--- src/sv/mosaic_pixel_sampler_assert.svh ---
// Assertion macros shared by the mosaic pixel sampler RTL.
// Holds macro definitions only; no other file is required.
`ifndef MOSAIC_PIXEL_SAMPLER_ASSERT_SVH
`define MOSAIC_PIXEL_SAMPLER_ASSERT_SVH

// Checks that the consequent holds in the same cycle as the antecedent.
`define MPS_ASSERT_SAME(label, clk, rst, ante, cons) \
   label: assert property (@(posedge clk) disable iff (rst) (ante) |-> cons) \
      else $error("assertion failed");

// Checks that the consequent holds in the cycle after the antecedent.
`define MPS_ASSERT_NEXT(label, clk, rst, ante, cons) \
   label: assert property (@(posedge clk) disable iff (rst) (ante) |=> (cons)) \
      else $error("assertion failed");

`endif

--- src/sv/mps_pkg.sv ---
// Package for the mosaic pixel sampler: field widths and shared types.
// Depends on nothing; every other RTL file imports it.
`default_nettype none

package mps_pkg;

   // Widths of the request and response fields.
   localparam int XW = 9;
   localparam int YW = 8;
   localparam int CW = 8;
   localparam int BW = 9;

   // One remainder cell per dividend bit of the wider coordinate.
   localparam int NCELL = XW;

   // Width of the sample coordinate before clamping: origin plus half a block.
   localparam int SW = XW + 1;

   // Width used to compare coordinates against the image limits.
   localparam int LW = 13;

   // Request codes.
   localparam logic MODE_WRITE = 1'b0;
   localparam logic MODE_READ  = 1'b1;

   // Data handed from one remainder cell to the next.
   typedef struct packed {
      logic          valid;
      logic          mode;
      logic [XW-1:0] x;
      logic [YW-1:0] y;
      logic [CW-1:0] color;
      logic [XW-1:0] xs;   // dividend bits still to be shifted in
      logic [XW-1:0] ys;
      logic [BW-1:0] rx;   // partial remainders
      logic [BW-1:0] ry;
   } lane_type;

   // Command to the image store.
   typedef struct packed {
      logic we;
      logic re;
   } mem_cmd_type;

endpackage

`default_nettype wire

--- src/sv/mps_div_cell.sv ---
// One cell of the remainder chain: takes one dividend bit of each coordinate.
// Depends on mps_pkg.
`default_nettype none

module mps_div_cell (
   input  wire logic                   clock,
   input  wire logic                   reset,
   input  wire logic [mps_pkg::BW-1:0] block,
   input  wire mps_pkg::lane_type      lane_in,
   output mps_pkg::lane_type           lane_out
);
   import mps_pkg::*;

   lane_type      lane_ff;
   lane_type      lane_in_w;
   logic [BW:0]   trial_x;
   logic [BW:0]   trial_y;

   // Restoring step: shift in the next bit, subtract the block size if it fits.
   always_comb begin
      lane_in_w = lane_in;
      trial_x   = {lane_in.rx, lane_in.xs[XW-1]};
      trial_y   = {lane_in.ry, lane_in.ys[XW-1]};
      if (trial_x >= {1'b0, block}) begin
         trial_x = trial_x - {1'b0, block};
      end
      if (trial_y >= {1'b0, block}) begin
         trial_y = trial_y - {1'b0, block};
      end
      lane_in_w.rx = trial_x[BW-1:0];
      lane_in_w.ry = trial_y[BW-1:0];
      lane_in_w.xs = {lane_in.xs[XW-2:0], 1'b0};
      lane_in_w.ys = {lane_in.ys[XW-2:0], 1'b0};
      // Only the valid flag needs a reset.
      if (reset) begin
         lane_in_w.valid = 1'b0;
      end
   end

   always_ff @(posedge clock) begin
      lane_ff <= lane_in_w;
   end

   assign lane_out = lane_ff;

endmodule

`default_nettype wire

--- config.mk ---
export PLATFORM = sky130hd
export DESIGN_NAME = mps_div_cell
export DESIGN_NICKNAME = d
export VERILOG_FILES = /design/src/sv/mosaic_pixel_sampler_assert.svh /design/src/sv/mps_pkg.sv /design/src/sv/mps_div_cell.sv
export SDC_FILE = /design/constraint.sdc
export NUM_CORES = 1
export LEC_CHECK = 0
export BUFFER_PORTS_ARGS = -buffer_cell sky130_fd_sc_hd__buf_2
export CAP_MARGIN = 20
export CELL_PAD_IN_SITES_DETAIL_PLACEMENT = 1
export CELL_PAD_IN_SITES_GLOBAL_PLACEMENT = 1
export CORE_UTILIZATION = 30
export DETAILED_ROUTE_END_ITERATION = 16
export PLACE_DENSITY_LB_ADDON = 0.25
export SLEW_MARGIN = 20
export SYNTH_ARGS = -nofsm -noshare
export SYNTH_HDL_FRONTEND = slang
export SYNTH_SLANG_ARGS = --single-unit
--- constraint.sdc ---
create_clock -name clock -period 2.8 [get_ports clock]
set_clock_uncertainty 0.1 [all_clocks]
set_input_delay 0.56 -clock clock [delete_from_list [all_inputs] [get_ports clock]]
set_output_delay 0.56 -clock clock [all_outputs]
set_load 0.02 [all_outputs]
==> impl_metrics.env <==
export IMPL_multiInputGateArea_sq_mm=0.00101
export IMPL_start_kind="primary input"
export IMPL_cts_path_max_buffers=2
export IMPL_synth_most_common_cell="dfxtp_1"
export IMPL_dpl_cell_count=432
export IMPL_ant_nets=0
export IMPL_wire_per_inst_um=14.1
export IMPL_synth_edf_count=0
export IMPL_cpPeakStageDelay_ns=0.39
export IMPL_ys_warn_count=0
export IMPL_n_antenna_cell=0
export IMPL_dp_hpwl_mm=5.23
export IMPL_ys_seq_area_share_pct=52.2
export IMPL_root_buffer="clkbuf_8"
export IMPL_crit_buf_inv=3
export IMPL_cp_end_kind="flip-flop"
export IMPL_drcViolationCount=0
export IMPL_crit_family="compound AO/OA/AOI/OAI gates"
export IMPL_io_buffers=134
export IMPL_critPathArrivalTime_ns=2.61
export IMPL_fin_nets=438
export IMPL_fp_dieW_um=90.3
export IMPL_hold_slack_ns=0.221
export IMPL_hold_path_class="in -> reg"
export IMPL_synth_avg_cell_area_sq_um=11.8
export IMPL_synthArstFlopShare_pct=0
export IMPL_utilization_pct=44.8
export IMPL_largest_register_ffs=61
export IMPL_worstSetupPathType="in -> reg"
export IMPL_ys_top_cells_by_count="dfxtp_1, ha_1, inv_1, a21oi_1"
export IMPL_ir_drop_mv=0.229
export IMPL_cts_setup_buffers=0
export IMPL_drv_slew=0
export IMPL_synth_area_sq_mm=0.00234
export IMPL_netlist_instances=199
export IMPL_finalCritPeriodShare_pct=89.0
export IMPL_cts_inserted_buffers=9
export IMPL_yosysTopAreaCellShare_pct=52.2
export IMPL_io_pins=137
export IMPL_final_setup_tns_ns=0
export IMPL_routed_wl_mm=6.33
export IMPL_yosysUniqueCellTypes=46
export IMPL_cts_repair_resized=0
export IMPL_start_util_pct=31.6
export IMPL_required_ns=2.92
export IMPL_synth_flop_cell="dfxtp_1"
export IMPL_crit_chain="buf_2 -> inv_1 -> ha_1 -> inv_1 -> fa_1 -> a21o_1 -> a211oi_2 -> o31ai_1 -> a21o_1 -> mux2_1"
export IMPL_core_area_sq_mm=0.00741
export IMPL_gp_congestion=0.770
export IMPL_hold_buffers=0
export IMPL_grt_max_degree=13
export IMPL_grt_pass1_vias=2030
export IMPL_finalCriticalPeriod_ns=2.49
export IMPL_p_leak_nw=1.70
export IMPL_cts_sinks=61
export IMPL_die_h_um=90.3
export IMPL_dieArea_sq_mm=0.00816
export IMPL_fillers=874
export IMPL_power_per_cell_area_mw_per_mm2=685
export IMPL_h_tree_depth=3
export IMPL_antenna_found_initial=0
export IMPL_drtIter0Drc=24
export IMPL_viasPerCell=4.47
export IMPL_cts_tree="built"
export IMPL_grt_usage_pct=16.0
export IMPL_critPathMaxFanout=8
export IMPL_yosysTopAreaCell="dfxtp_1"
export IMPL_finalNonFillerCells=448
export IMPL_drtPass1Iterations=4
export IMPL_max_freq_mhz=401
export IMPL_status="finished, final reports clean"
export IMPL_crit_slowest_cell="fa_1"
export IMPL_setup_viol=0
export IMPL_num_rows=31
export IMPL_synth_seq_cells=61
export IMPL_hold_viol_final=0
export IMPL_area_growth_pct=41.9
export IMPL_grt_pass1_wl_mm=10.0
export IMPL_drive_above_1_share_pct=47.3
export IMPL_regArea_sq_mm=0.00122
export IMPL_rsz0062_at_grt="no"
export IMPL_grt_ovfl_total=0
export IMPL_synthTopCellsByArea="dfxtp_1, ha_1, mux2_4"
export IMPL_via_count=2003
export IMPL_clkTransAtPathRegs_ns=0.07
export IMPL_cap_violations=0
[placed cells by master (no fill, tap or decap), types with 2 or more instances in the layout]
master,netlist,final
buf_2,0,134
dfxtp_1,61,61
inv_1,18,18
ha_1,18,18
a21oi_1,10,10
clkbuf_8,0,9
nor2_1,8,8
mux2_4,8,8
xnor2_1,6,6
mux2_1,6,6
a21o_1,5,5
o21a_1,4,4
mux2i_1,4,4
nor3_1,4,4
buf_4,3,4
nor2b_1,3,3
o21ai_0,3,3
nand3_1,3,3
nand2_1,2,2
o31ai_1,2,2
xor2_1,2,2
fa_1,2,2
conb_1,1,2
inv_6,0,2
clkinv_2,0,2
[report_power, final]
group | internal, mW | switching [mW] | total (mW)
sequential | 0.952 | 0.0185 | 0.970
clock | 0.415 | 0.366 | 0.781
combinational | 0.231 | 0.294 | 0.524
total | 1.60 | 0.678 | 2.28
[logic make-up after synthesis]
kind of cell               share of synthesized area [%]
AOI/OAI and AO/OA                                   12.1
xor gates and xnor gates                            2.99
adders and majority gates                           11.3
buffers and inverters                               4.81
DFF                                                 52.2
muxes                                               10.2
other                                              0.160
and+or+nand+nor                                     6.15
[final cells by class]
type	instances	share of cell area, %
clock buffer	9	3.73
clock inverter	7	2.22
inverter	18	2.03
multi-input combinational	116	30.4
sequential	61	36.8
tap	99	3.73
timing repair buffer	138	21.1
[path summary, 6_finish.rpt]
kind   startpoint                   end  slack, ns  depth (start not counted)
max   lane_in[35]  lane_out[16]$_DFF_P_       0.31                         10
min   lane_in[49]  lane_out[49]$_DFF_P_       0.22                          1
[through the flow]
stage	total power, mW	instance area [sq um]	setup WS, ns
after floorplan	1.33	2340	0.283
after global placement	1.51	3120	0.0249
after detailed placement	1.52	3120	-0.0351
after CTS	2.32	3320	0.304
after global routing	2.40	3320	0.140
final	2.28	3320	0.309
[per-layer routing]
layer | vias to the layer above | GRT usage [%] | wire [um]
met2 | 98 | 27.5 | 3060
met5 | - | 0 | 0
li1 | 987 | - | -
met4 | 0 | 6.45 | 84
met3 | 9 | 6.31 | 537
met1 | 909 | 17.7 | 2650
No activity file was read; power rests on OpenSTA's default activity.
