$ cat config.mk
export PLATFORM = sky130hd
export DESIGN_NAME = mps_addr_gen
export DESIGN_NICKNAME = d
export VERILOG_FILES = /design/src/sv/mosaic_pixel_sampler_assert.svh /design/src/sv/mps_pkg.sv /design/src/sv/mps_addr_gen.sv
export SDC_FILE = /design/constraint.sdc
export NUM_CORES = 1
export LEC_CHECK = 0
export BUFFER_PORTS_ARGS = -buffer_cell sky130_fd_sc_hd__buf_2
export CORE_UTILIZATION = 40
export DETAILED_ROUTE_END_ITERATION = 6
export PLACE_DENSITY = 0.59
export SLEW_MARGIN = 20
export SYNTH_ARGS = -nofsm -noshare
export SYNTH_HDL_FRONTEND = slang
export SYNTH_SLANG_ARGS = --single-unit
$ cat constraint.sdc
create_clock -name clock -period 3.67 [get_ports clock]
set_input_delay 0.367 -clock clock [delete_from_list [all_inputs] [get_ports clock]]
set_output_delay 0.367 -clock clock [all_outputs]
set_load 0.01 [all_outputs]
$ cat src/sv/mosaic_pixel_sampler_assert.svh
// Assertion macros shared by the mosaic pixel sampler RTL.
// Holds macro definitions only; no other file is required.
`ifndef MOSAIC_PIXEL_SAMPLER_ASSERT_SVH
`define MOSAIC_PIXEL_SAMPLER_ASSERT_SVH

// Checks that the consequent holds in the same cycle as the antecedent.
`define MPS_ASSERT_SAME(label, clk, rst, ante, cons) \
   label: assert property (@(posedge clk) disable iff (rst) (ante) |-> cons) \
      else $error("assertion failed");

// Checks that the consequent holds in the cycle after the antecedent.
`define MPS_ASSERT_NEXT(label, clk, rst, ante, cons) \
   label: assert property (@(posedge clk) disable iff (rst) (ante) |=> (cons)) \
      else $error("assertion failed");

`endif

$ cat src/sv/mps_pkg.sv
// Package for the mosaic pixel sampler: field widths and shared types.
// Depends on nothing; every other RTL file imports it.
`default_nettype none

package mps_pkg;

   // Widths of the request and response fields.
   localparam int XW = 9;
   localparam int YW = 8;
   localparam int CW = 8;
   localparam int BW = 9;

   // One remainder cell per dividend bit of the wider coordinate.
   localparam int NCELL = XW;

   // Width of the sample coordinate before clamping: origin plus half a block.
   localparam int SW = XW + 1;

   // Width used to compare coordinates against the image limits.
   localparam int LW = 13;

   // Request codes.
   localparam logic MODE_WRITE = 1'b0;
   localparam logic MODE_READ  = 1'b1;

   // Data handed from one remainder cell to the next.
   typedef struct packed {
      logic          valid;
      logic          mode;
      logic [XW-1:0] x;
      logic [YW-1:0] y;
      logic [CW-1:0] color;
      logic [XW-1:0] xs;   // dividend bits still to be shifted in
      logic [XW-1:0] ys;
      logic [BW-1:0] rx;   // partial remainders
      logic [BW-1:0] ry;
   } lane_type;

   // Command to the image store.
   typedef struct packed {
      logic we;
      logic re;
   } mem_cmd_type;

endpackage

`default_nettype wire

$ cat src/sv/mps_addr_gen.sv
// Turns a finished remainder lane into a clamped image store address.
// Depends on mps_pkg.
`default_nettype none

module mps_addr_gen #(
   parameter int WIDTH  = 320,
   parameter int HEIGHT = 240,
   parameter int AW     = 17
) (
   input  wire logic                   clock,
   input  wire logic                   reset,
   input  wire logic [mps_pkg::BW-1:0] block,
   input  wire mps_pkg::lane_type      lane_in,
   output mps_pkg::mem_cmd_type        cmd,
   output logic [AW-1:0]               addr,
   output logic [mps_pkg::CW-1:0]      color
);
   import mps_pkg::*;

   localparam logic [LW-1:0] XMAX = LW'(WIDTH - 1);
   localparam logic [LW-1:0] YMAX = LW'(HEIGHT - 1);
   localparam logic [LW-1:0] XLIM = LW'(WIDTH);
   localparam logic [LW-1:0] YLIM = LW'(HEIGHT);

   // Stage one: sample point, or the raw coordinate on a write.
   logic          s1_valid_ff, s1_valid_in;
   logic          s1_read_ff, s1_read_in;
   logic          s1_wr_ok_ff, s1_wr_ok_in;
   logic [SW-1:0] s1_sx_ff, s1_sx_in;
   logic [SW-1:0] s1_sy_ff, s1_sy_in;
   logic [CW-1:0] s1_color_ff;

   // Stage two: clamped coordinates.
   logic          s2_valid_ff;
   logic          s2_read_ff;
   logic          s2_wr_ok_ff;
   logic [SW-1:0] s2_sx_ff, s2_sx_in;
   logic [SW-1:0] s2_sy_ff, s2_sy_in;
   logic [CW-1:0] s2_color_ff;

   // Stage three: store address and command.
   mem_cmd_type   s3_cmd_ff, s3_cmd_in;
   logic [AW-1:0] s3_addr_ff, s3_addr_in;
   logic [CW-1:0] s3_color_ff;

   logic [XW-1:0] origin_x;
   logic [BW-1:0] origin_y;

   // The block origin is the coordinate minus its remainder.
   always_comb begin
      origin_x    = lane_in.x - lane_in.rx;
      origin_y    = {1'b0, lane_in.y} - lane_in.ry;
      s1_valid_in = lane_in.valid;
      s1_read_in  = (lane_in.mode == MODE_READ);
      s1_wr_ok_in = (LW'(lane_in.x) < XLIM) && (LW'(lane_in.y) < YLIM);
      if (s1_read_in) begin
         s1_sx_in = SW'(origin_x) + SW'(block[BW-1:1]);
         s1_sy_in = SW'(origin_y) + SW'(block[BW-1:1]);
      end else begin
         s1_sx_in = SW'(lane_in.x);
         s1_sy_in = SW'(lane_in.y);
      end
   end

   // Clamp the sample point to the last column and row.
   always_comb begin
      s2_sx_in = (LW'(s1_sx_ff) > XMAX) ? SW'(XMAX) : s1_sx_ff;
      s2_sy_in = (LW'(s1_sy_ff) > YMAX) ? SW'(YMAX) : s1_sy_ff;
   end

   // Row-major address; an out-of-image write is dropped here.
   always_comb begin
      s3_addr_in   = AW'(s2_sy_ff) * AW'(WIDTH) + AW'(s2_sx_ff);
      s3_cmd_in.re = s2_valid_ff && s2_read_ff;
      s3_cmd_in.we = s2_valid_ff && !s2_read_ff && s2_wr_ok_ff;
   end

   always_ff @(posedge clock) begin
      s1_read_ff  <= s1_read_in;
      s1_wr_ok_ff <= s1_wr_ok_in;
      s1_sx_ff    <= s1_sx_in;
      s1_sy_ff    <= s1_sy_in;
      s1_color_ff <= lane_in.color;
      s2_read_ff  <= s1_read_ff;
      s2_wr_ok_ff <= s1_wr_ok_ff;
      s2_sx_ff    <= s2_sx_in;
      s2_sy_ff    <= s2_sy_in;
      s2_color_ff <= s1_color_ff;
      s3_addr_ff  <= s3_addr_in;
      s3_color_ff <= s2_color_ff;
      if (reset) begin
         s1_valid_ff <= 1'b0;
         s2_valid_ff <= 1'b0;
         s3_cmd_ff   <= '0;
      end else begin
         s1_valid_ff <= s1_valid_in;
         s2_valid_ff <= s1_valid_ff;
         s3_cmd_ff   <= s3_cmd_in;
      end
   end

   assign cmd   = s3_cmd_ff;
   assign addr  = s3_addr_ff;
   assign color = s3_color_ff;

endmodule

`default_nettype wire

==> flow_summary.toml, run 1 <==
[synth]
synthFlopType = "dfxtp_1"
syn_area_um2 = 4180
async_reset_ff_share_pct = 0
ys_top_cells_by_area = "dfxtp_1 43%, ha_1 16%, xnor2_1 5.7%"
avgSynthCellArea_um2 = 10.3
synth_edf_count = 0
yosys.area.top_type = "dfxtp_1"
synth_top_area_share_pct = 42.7
synth_commonest_cells = "89 x dfxtp_1, 52 x ha_1, 32 x inv_1"
ys_seq_area_share_pct = 42.7
syn_inst = 404
yosysUniqueCellTypes = 52
ys_ff_latch = 89
synth.most_common_cell = "dfxtp_1"
ys_warn_count = 0

[power_and_ir_drop]
switching_share_pct = 35.4
power_density_nw_per_um2 = 725
pwr-share-clk_pct = 18.7
p_total_mw = 3.58
power_leakage_nw = 2.35
vdd_ir_drop_max_mv = 0.371
switching_power_mw = 1.27
p_comb_share_pct = 45.1
p_int_mw = 2.31
seqPwrFrac_pct = 36.2

[placement]
dp_hpwl_mm = 6.08
preCtsSetupSlack_ns = 0.285
numPortBuffers = 81
gp_congestion = 0.763

[clock_tree]
cts_buffers = 9
cts_tree = "done"
clk_latency_ns = 0.35
ctsResizeCount = 0
ctsHoldBuffers = 0
cts_setup_buffers = 0
cts_max_path_buffers = 2
clk_pin_slew_ns = 0.09
h-tree-depth = 3
clockRootBuffer = "clkbuf_8"
clock_sinks = 89

[floorplan]
die_h_um = 104
boundaryPins = 101
start_util_pct = 42.0
coreArea_um2 = 9950
fp.dieArea_um2 = 10900
num_rows = 36
die_w_um = 104

[hold_path]
min_path_type = "in2reg"

[setup_path]
reg2reg_to = "addr[16]"
startpoint_type = "primary input"
path_class = "in2reg"
critPathLaunch = "lane_in[10]"
path_cells = "buf_2 > inv_1 > ha_1 > nor2b_1 > o21ai_0 > a21boi_0 > o21ai_0 > nor2b_1 > xnor2_1 > ha_1 > a21oi_2 > o211ai_2 > and3_4 > or4_4 > a21oi_2 > xor2_1"
slowest_delay_ns = 0.41
critPathTopFamily = "compound AO/OA/AOI/OAI gates"
critPathArrivalTime_ns = 3.35
cp.buffers_inverters = 2
regToRegSetupSlack_ns = 1.12
critPathMaxFanout = 2
endpoint_kind = "flop"
worstPathRequired_ns = 3.96
rr_worst_depth = 9
crit-reg2reg-launch = "s2_sy_ff[1]"
slowest_stage = "or4_4"
crit_end = "s1_sx_ff[8]"
path_depth = 16

[job]
cap_violations = 0

[finish]
fin_util_pct = 49.6
num-fill-cells = 958
drive_above_1_share_pct = 24.0
area_growth_pct = 18.2
nNetsFinal = 627
diodes = 0

[sta]
max_slew_margin_pct = 61.3
skew_ns = 0.00725
hold_ws_ns = 0.107
fmax_mhz = 326
period_share_pct = 83.5
layout_setup_ws_ns = 0.606
worstMarginPinSlew_ns = 0.580
setup_viol = 0
finalWorstPathRequiredPeriod_ns = 3.06
setup_tns_ns = 0
hold_viol_final = 0
slew_violations = 0
rsz0062_at_grt = "false"

[drt]
avgViaCountPerCell = 4.65
post_drt_wl_per_cell_um = 11.9
wl_mm = 7.56
dr.pass1.iters = 4
vias = 2942
first_iter_violations = 52
drcViolationCount = 0
ant_nets = 0

[grt]
grt_pass1_wl_mm = 12.8
grt-ovfl-total = 0
antenna_found_initial = 0
grt_pass1_vias = 2855
track_usage_pct = 15.1
grt_max_degree = 30

[run_status]
status = "completed"
[worst min path at each step]
stage,cells past startpoint,end,slack (ns),startpoint
floorplan,0,addr[0],0.31,s2_sx_ff[0]
global placement,0,s2_color_ff[6],0.31,s1_color_ff[6]
detailed placement,0,color[2],0.31,s2_color_ff[2]
CTS,1,s1_color_ff[2],0.08,lane_in[38]
global route,1,s1_color_ff[2],0.08,lane_in[38]
finish,1,s1_color_ff[1],0.11,lane_in[37]
[final cells by class]
class	count	area, µm²	share of cell area (%)
clock buffers	9	124	2.51
clock inverters	7	77.6	1.57
inverters	32	120	2.43
multi-input cells	282	2260	45.8
flip-flops and latches	89	1780	36.1
well taps	133	166	3.37
repair buffers	81	405	8.21
[flip-flops by register name (all words and copies together) (netlist names), 2 cells and up]
name	cells
s1_sy_ff	10
s1_color_ff	8
color	8
addr	17
s1_sx_ff	10
s2_sy_ff	10
s2_sx_ff	10
s2_color_ff	8
cmd	2
[layout by cell type (no fill, tap or decap), drive strengths merged, types with 14 or more instances in the layout]
| master | Yosys | routed |
|---|---|---|
| ha | 52 | 52 |
| xnor2 | 27 | 27 |
| buf | 1 | 81 |
| dfxtp | 89 | 89 |
| nor2 | 22 | 22 |
| a21oi | 22 | 22 |
| inv | 32 | 34 |
| nand2 | 14 | 14 |
| o21ai | 21 | 21 |
[worst reg2reg max path, delay by kind of cell (launching register included)]
kind / cells / cell delay, ns
DFF: 1 / 0.34
AOI/OAI and AO/OA: 1 / 0.28
xor gates and xnor gates: 2 / 0.39
and+or+nand+nor: 3 / 0.49
adders and majority gates: 3 / 0.94
[layer usage]
metal / track usage, % / up-vias / routed length (µm)
li1: - / 1571 / -
met1: 17.4 / 1317 / 3520
met4: 8.78 / 0 / 144
met2: 26.4 / 43 / 3740
met5: 0 / - / 0
met3: 2.19 / 11 / 163
[through the flow]
step / instances / instance area [µm²]
floorplan: 406 / 4180
global placement: 617 / 4740
detailed placement: 617 / 4740
CTS: 633 / 4940
global route: 633 / 4940
finish: 633 / 4940
[cell families (layout without fill, tap and decap cells)]
family,count (synthesis),count (layout),synth area share (%)
AND/OR/NAND/NOR,94,94,12.6
flip-flops,89,89,42.7
AO/OA/AOI/OAI,78,78,12.0
adder cells (fa/ha/maj),58,58,18.5
XOR/XNOR,39,39,8.18
buffers and inverters,35,129,3.33
multiplexers,10,10,2.67
other,1,3,0.0898
[power by group through the flow]
| stage | Sequential (mW) | Clock (mW) | Combinational, mW |
|---|---|---|---|
| final | 1.29 | 0.671 | 1.62 |
| after global routing | 1.32 | 0.735 | 1.85 |
| after CTS | 1.30 | 0.698 | 1.64 |
| after detailed placement | 1.32 | 0 | 1.62 |
| after global placement | 1.31 | 0 | 1.59 |
| after floorplan | 1.35 | 0 | 1.23 |
(Power assumes the default switching activity.)
==> inputs of run 2 (changes only) <==
--- a/config.mk
+++ b/config.mk
@@ -8,7 +8,7 @@
 export BUFFER_PORTS_ARGS = -buffer_cell sky130_fd_sc_hd__buf_2
 export CORE_UTILIZATION = 40
 export DETAILED_ROUTE_END_ITERATION = 6
-export PLACE_DENSITY = 0.59
+export PLACE_DENSITY = 0.61
 export SLEW_MARGIN = 20
 export SYNTH_ARGS = -nofsm -noshare
 export SYNTH_HDL_FRONTEND = slang
==> constraint.sdc (replaced) <==
create_clock -name clock -period 2.5 [get_ports clock]
set_input_delay 0.25 -clock clock [delete_from_list [all_inputs] [get_ports clock]]
set_output_delay 0.25 -clock clock [all_outputs]
set_load 0.01 [all_outputs]
==> flow_summary.toml, run 2 (synthesis gave the netlist of run 1 again) <==
[drt]
drt-met1-wl_mm = 3.84
post_drt_wl_per_cell_um = 12.1
ant_nets = 0
wl_met3_um = 211
first_iter_violations = 54
vias = 3295
dr.pass1.iters = 4
avgViaCountPerCell = 4.65
drcViolationCount = 0
highest-signal-layer = "met4"
dr_wl_met2_mm = 4.35
wl_mm = 8.56

[sta]
hold_viol_final = 0
period_share_pct = 109
setup_viol = 1
max_slew_margin_pct = 66.6
finalWorstPathRequiredPeriod_ns = 2.73
slew_violations = 0
layout_setup_ws_ns = -0.227
fmax_mhz = 367
worstMarginPinSlew_ns = 0.494
rsz0062_at_grt = "true"
setup_tns_ns = -0.227
skew_ns = 0.00949

[grt]
track_usage_pct = 16.2
grt_max_degree = 19
antenna_found_initial = 0
grt_pass1_wl_mm = 14.1
grt-ovfl-total = 0
grt_pass1_vias = 3305

[power_and_ir_drop]
power_leakage_nw = 2.76
power_density_nw_per_um2 = 984
vdd_ir_drop_max_mv = 0.721

[job]
cap_violations = 0

[floorplan]
num_rows = 36
die_w_um = 104
start_util_pct = 42.0
coreArea_um2 = 9950
boundaryPins = 101
fp.dieArea_um2 = 10900
die_h_um = 104

[setup_path]
rr_worst_depth = 9
critPathMaxFanout = 2
regToRegSetupSlack_ns = 0.19
path_cells = "buf_6 > buf_4 > fa_2 > and2b_1 > o2111a_1 > nor3_2 > xnor2_1 > ha_1 > o21ai_2 > nand2b_1 > and3_4 > or4_4 > a21oi_4 > xor2_1"
critPathArrivalTime_ns = 3.01
crit-reg2reg-launch = "s2_sy_ff[3]"
slowest_delay_ns = 0.43
startpoint_type = "primary input"
endpoint_kind = "flop"
path_class = "in2reg"
worstPathRequired_ns = 2.78
critPathLaunch = "lane_in[10]"
reg2reg_to = "addr[16]"
slowest_stage = "or4_4"
crit_end = "s1_sx_ff[8]"

[finish]
final_cell_mix = "88 x dfxtp_1, 76 x buf_2, 65 x buf_4"
largest_register_ffs = 17
drive_above_1_share_pct = 40.6
area_growth_pct = 39.2
final_common_cell = "dfxtp_1"
diodes = 0
nNetsFinal = 703

[clock_tree]
clockRootBuffer = "clkbuf_8"
clk_latency_ns = 0.35
clk_pin_slew_ns = 0.09
cts_max_path_buffers = 2
cts_tree = "done"
clock_sinks = 89
cts_buffers = 9
h-tree-depth = 3

[placement]
numPortBuffers = 81
preCtsSetupSlack_ns = -0.703
dp_hpwl_mm = 6.56
gp_congestion = 0.822

[run_status]
status = "finished, violations left"
violations = "negative setup slack"

[hold_path]
min_path_type = "in2reg"
-- run 2: changes by cell type in the layout (fill, tap and decap cells not counted), moves of 5 or more --
cell           delta
a21oi_1           -8
ha_4              +6
dlygate4sd3_1     +8
ha_1              -7
buf_6             +8
a21oi_2           +6
o21ai_0           -5
buf_4            +65
o21ai_2           +7
buf_2             -5
-- run 2: cell type report --
cell class | instances | area (µm²)
clock buffers | 10 | 128
clock inverters | 6 | 56.3
fillers | 850 | 4140
inverters | 32 | 123
multi-input cells | 282 | 2520
flip-flops and latches | 89 | 1780
well taps | 133 | 166
repair buffers | 157 | 1040
-- run 2: repair_timing --
action | in CTS | in global routing
setup endpoints to repair | 5 | 8
buffers inserted | 4 | 15
gates resized for setup | 21 | 48
hold buffers | 8 | 0
pin swaps | 16 | 40
hold endpoints to repair | 8 | 0
-- run 2: critical path: cells and delay by family --
kind	cells	cell delay, ns
simple gates	5	1.00
compound gates	3	0.48
fa+ha+maj	2	0.67
xor+xnor	2	0.37
buf+inv	2	0.23
-- run 2: worst min path at each step --
| stage | endpoint | depth (start not counted) | start | slack, ns |
|---|---|---|---|---|
| final | s2_valid_ff | 2 | reset | 0.09 |
| after detailed placement | s2_color_ff[0] | 0 | s1_color_ff[0] | 0.31 |
| after floorplan | s1_color_ff[0] | 0 | lane_in[36] | 0.28 |
| after CTS | s2_valid_ff | 2 | reset | 0.08 |
| after global placement | s2_color_ff[3] | 0 | s1_color_ff[3] | 0.31 |
| after global routing | s2_valid_ff | 2 | reset | 0.07 |
-- run 2: stage by stage --
stage | util (%) | cell area (µm²) | total power, mW | hold slack [ns] | cells
floorplan | - | 4190 | 3.79 | 0.278 | 406
detailed placement | 51.5 | 5130 | 4.59 | 0.312 | 668
global placement | 51.5 | 5130 | 4.52 | 0.310 | 668
CTS | 55.3 | 5510 | 5.54 | 0.0787 | 696
global route | 58.4 | 5810 | 6.23 | 0.0726 | 709
finish | 58.4 | 5810 | 5.72 | 0.0917 | 709
-- run 2: power by group --
group / switching, mW / total (mW) / internal, mW
clock: 0.500 / 0.872 / 0.372
sequential: 0.116 / 1.90 / 1.79
combinational: 1.40 / 2.95 / 1.55
total: 2.01 / 5.72 / 3.71
-- run 2: layer usage --
metal,vias up,global-route usage (%)
li1,1721,-
met1,1509,18.7
met2,51,28.8
met3,14,3.32
met4,0,6.84
met5,-,0
==> inputs of run 3 (changes only) <==
--- a/config.mk
+++ b/config.mk
@@ -6,9 +6,12 @@
 export NUM_CORES = 1
 export LEC_CHECK = 0
 export BUFFER_PORTS_ARGS = -buffer_cell sky130_fd_sc_hd__buf_2
+export CORE_MARGIN = 3
 export CORE_UTILIZATION = 40
+export CTS_CLUSTER_DIAMETER = 200
 export DETAILED_ROUTE_END_ITERATION = 6
 export PLACE_DENSITY = 0.61
+export SKIP_LAST_GASP = 1
 export SLEW_MARGIN = 20
 export SYNTH_ARGS = -nofsm -noshare
 export SYNTH_HDL_FRONTEND = slang
==> flow_summary.toml, run 3 (synthesis gave the netlist of run 1 again) <==
[clock_tree]
clk_pin_slew_ns = 0.09
clk_latency_ns = 0.35
clock_sinks = 89
h-tree-depth = 3
cts_max_path_buffers = 2
clockRootBuffer = "clkbuf_8"
cts_tree = "done"
cts_buffers = 9

[floorplan]
boundaryPins = 101
die_w_um = 108
die_h_um = 108
start_util_pct = 42.0
fp.dieArea_um2 = 11700
coreArea_um2 = 9950
num_rows = 36

[drt]
vias = 3217
wl_mm = 8.51
dr.pass1.iters = 4
drcViolationCount = 0
ant_nets = 0
post_drt_wl_per_cell_um = 12.1
first_iter_violations = 100
avgViaCountPerCell = 4.59

[finish]
drive_above_1_share_pct = 36.6
final_cell_mix = "89 x dfxtp_1, 79 x buf_2, 59 x buf_4"
final_common_cell = "dfxtp_1"
diodes = 0
num-fill-cells = 874
largest_register_ffs = 17
nNetsFinal = 695
area_growth_pct = 35.0

[sta]
hold_ws_ns = 0.0971
skew_ns = 0.00635
fmax_mhz = 363
rsz0062_at_grt = "true"
slew_violations = 0
max_slew_margin_pct = 61.8
finalWorstPathRequiredPeriod_ns = 2.75
period_share_pct = 110
worstMarginPinSlew_ns = 0.574
setup_viol = 1
hold_viol_final = 0
layout_setup_ws_ns = -0.255

[setup_path]
endpoint_kind = "flop"
worstPathRequired_ns = 2.77
critPathArrivalTime_ns = 3.03
startpoint_type = "primary input"
critPathMaxFanout = 2
path_class = "in2reg"

[grt]
grt_max_degree = 30
antenna_found_initial = 0
grt_pass1_vias = 3192
grt_pass1_wl_mm = 14.1
grt-ovfl-total = 0
track_usage_pct = 15.3

[power_and_ir_drop]
vdd_ir_drop_max_mv = 0.786
power_leakage_nw = 2.71
power_density_nw_per_um2 = 1020

[hold_path]
min_path_type = "in2reg"

[run_status]
status = "finished, violations left"
violations = "negative setup slack"

[placement]
dp_hpwl_mm = 6.64
preCtsSetupSlack_ns = -0.731
numPortBuffers = 81
gp_congestion = 0.828

[job]
cap_violations = 0
==> run 3: where the power goes <==
part	leakage [nW]	switching, mW	internal (mW)
sequential	0.748	0.110	1.79
combinational	1.87	1.33	1.45
clock	0.0991	0.484	0.566
total	2.71	1.93	3.81
==> run 3: area by class of cell <==
class,count,area (µm²),area share [%]
multi-input combinational,282,2400,42.6
clock inverter,6,91.3,1.62
inverter,32,120,2.13
timing repair buffer,149,952,16.9
tap,133,166,2.95
clock buffer,10,128,2.26
sequential,89,1780,31.6
==> run 3: critical path, cell delays in order <==
cell	delay [ns]
buf_2	0.09
inv_1	0.04
ha_1	0.25
nor2b_1	0.17
o21ai_2	0.09
a21boi_2	0.19
o21ai_2	0.08
buf_4	0.13
buf_4	0.13
a21oi_2	0.13
xor2_1	0.16
ha_1	0.26
o21ai_1	0.09
nand2b_1	0.10
and3_4	0.18
or4_4	0.41
a21oi_2	0.14
xor2_1	0.15
==> run 3: repair_timing <==
item	CTS	global route
hold endpoints to repair	8	0
gates resized for setup	8	30
endpoints found under the setup margin	4	9
hold buffers	8	0
pin swaps	11	32
setup buffers	3	5
==> run 3: path summary, 6_finish.rpt <==
| kind | from | slack [ns] | cells after the start | endpoint |
|---|---|---|---|---|
| max reg2reg | s2_sy_ff[1] | 0.16 | 9 | addr[16] |
| min | reset | 0.1 | 2 | s2_valid_ff |
| max | lane_in[10] | -0.25 | 18 | s1_sx_ff[8] |
| min reg2reg | s2_color_ff[7] | 0.33 | 0 | color[7] |
==> run 3: through the flow <==
stage	instance area, µm²	setup TNS [ns]	utilization, %	power, mW	cells
after floorplan	4190	-0.352	-	3.79	406
after global placement	5140	-3.18	51.6	4.53	669
after detailed placement	5140	-3.74	51.6	4.59	669
after CTS	5490	-0.209	55.1	5.69	696
after global routing	5640	-0.548	56.6	6.24	701
final	5640	-0.255	56.6	5.73	701
==> run 3: metal layers <==
layer	vias up	track usage, %	wire length, µm
met1	1453	18.2	3780
met4	0	6.67	108
met5	-	0	0
li1	1700	-	-
met3	11	2.87	266
met2	53	26.8	4360
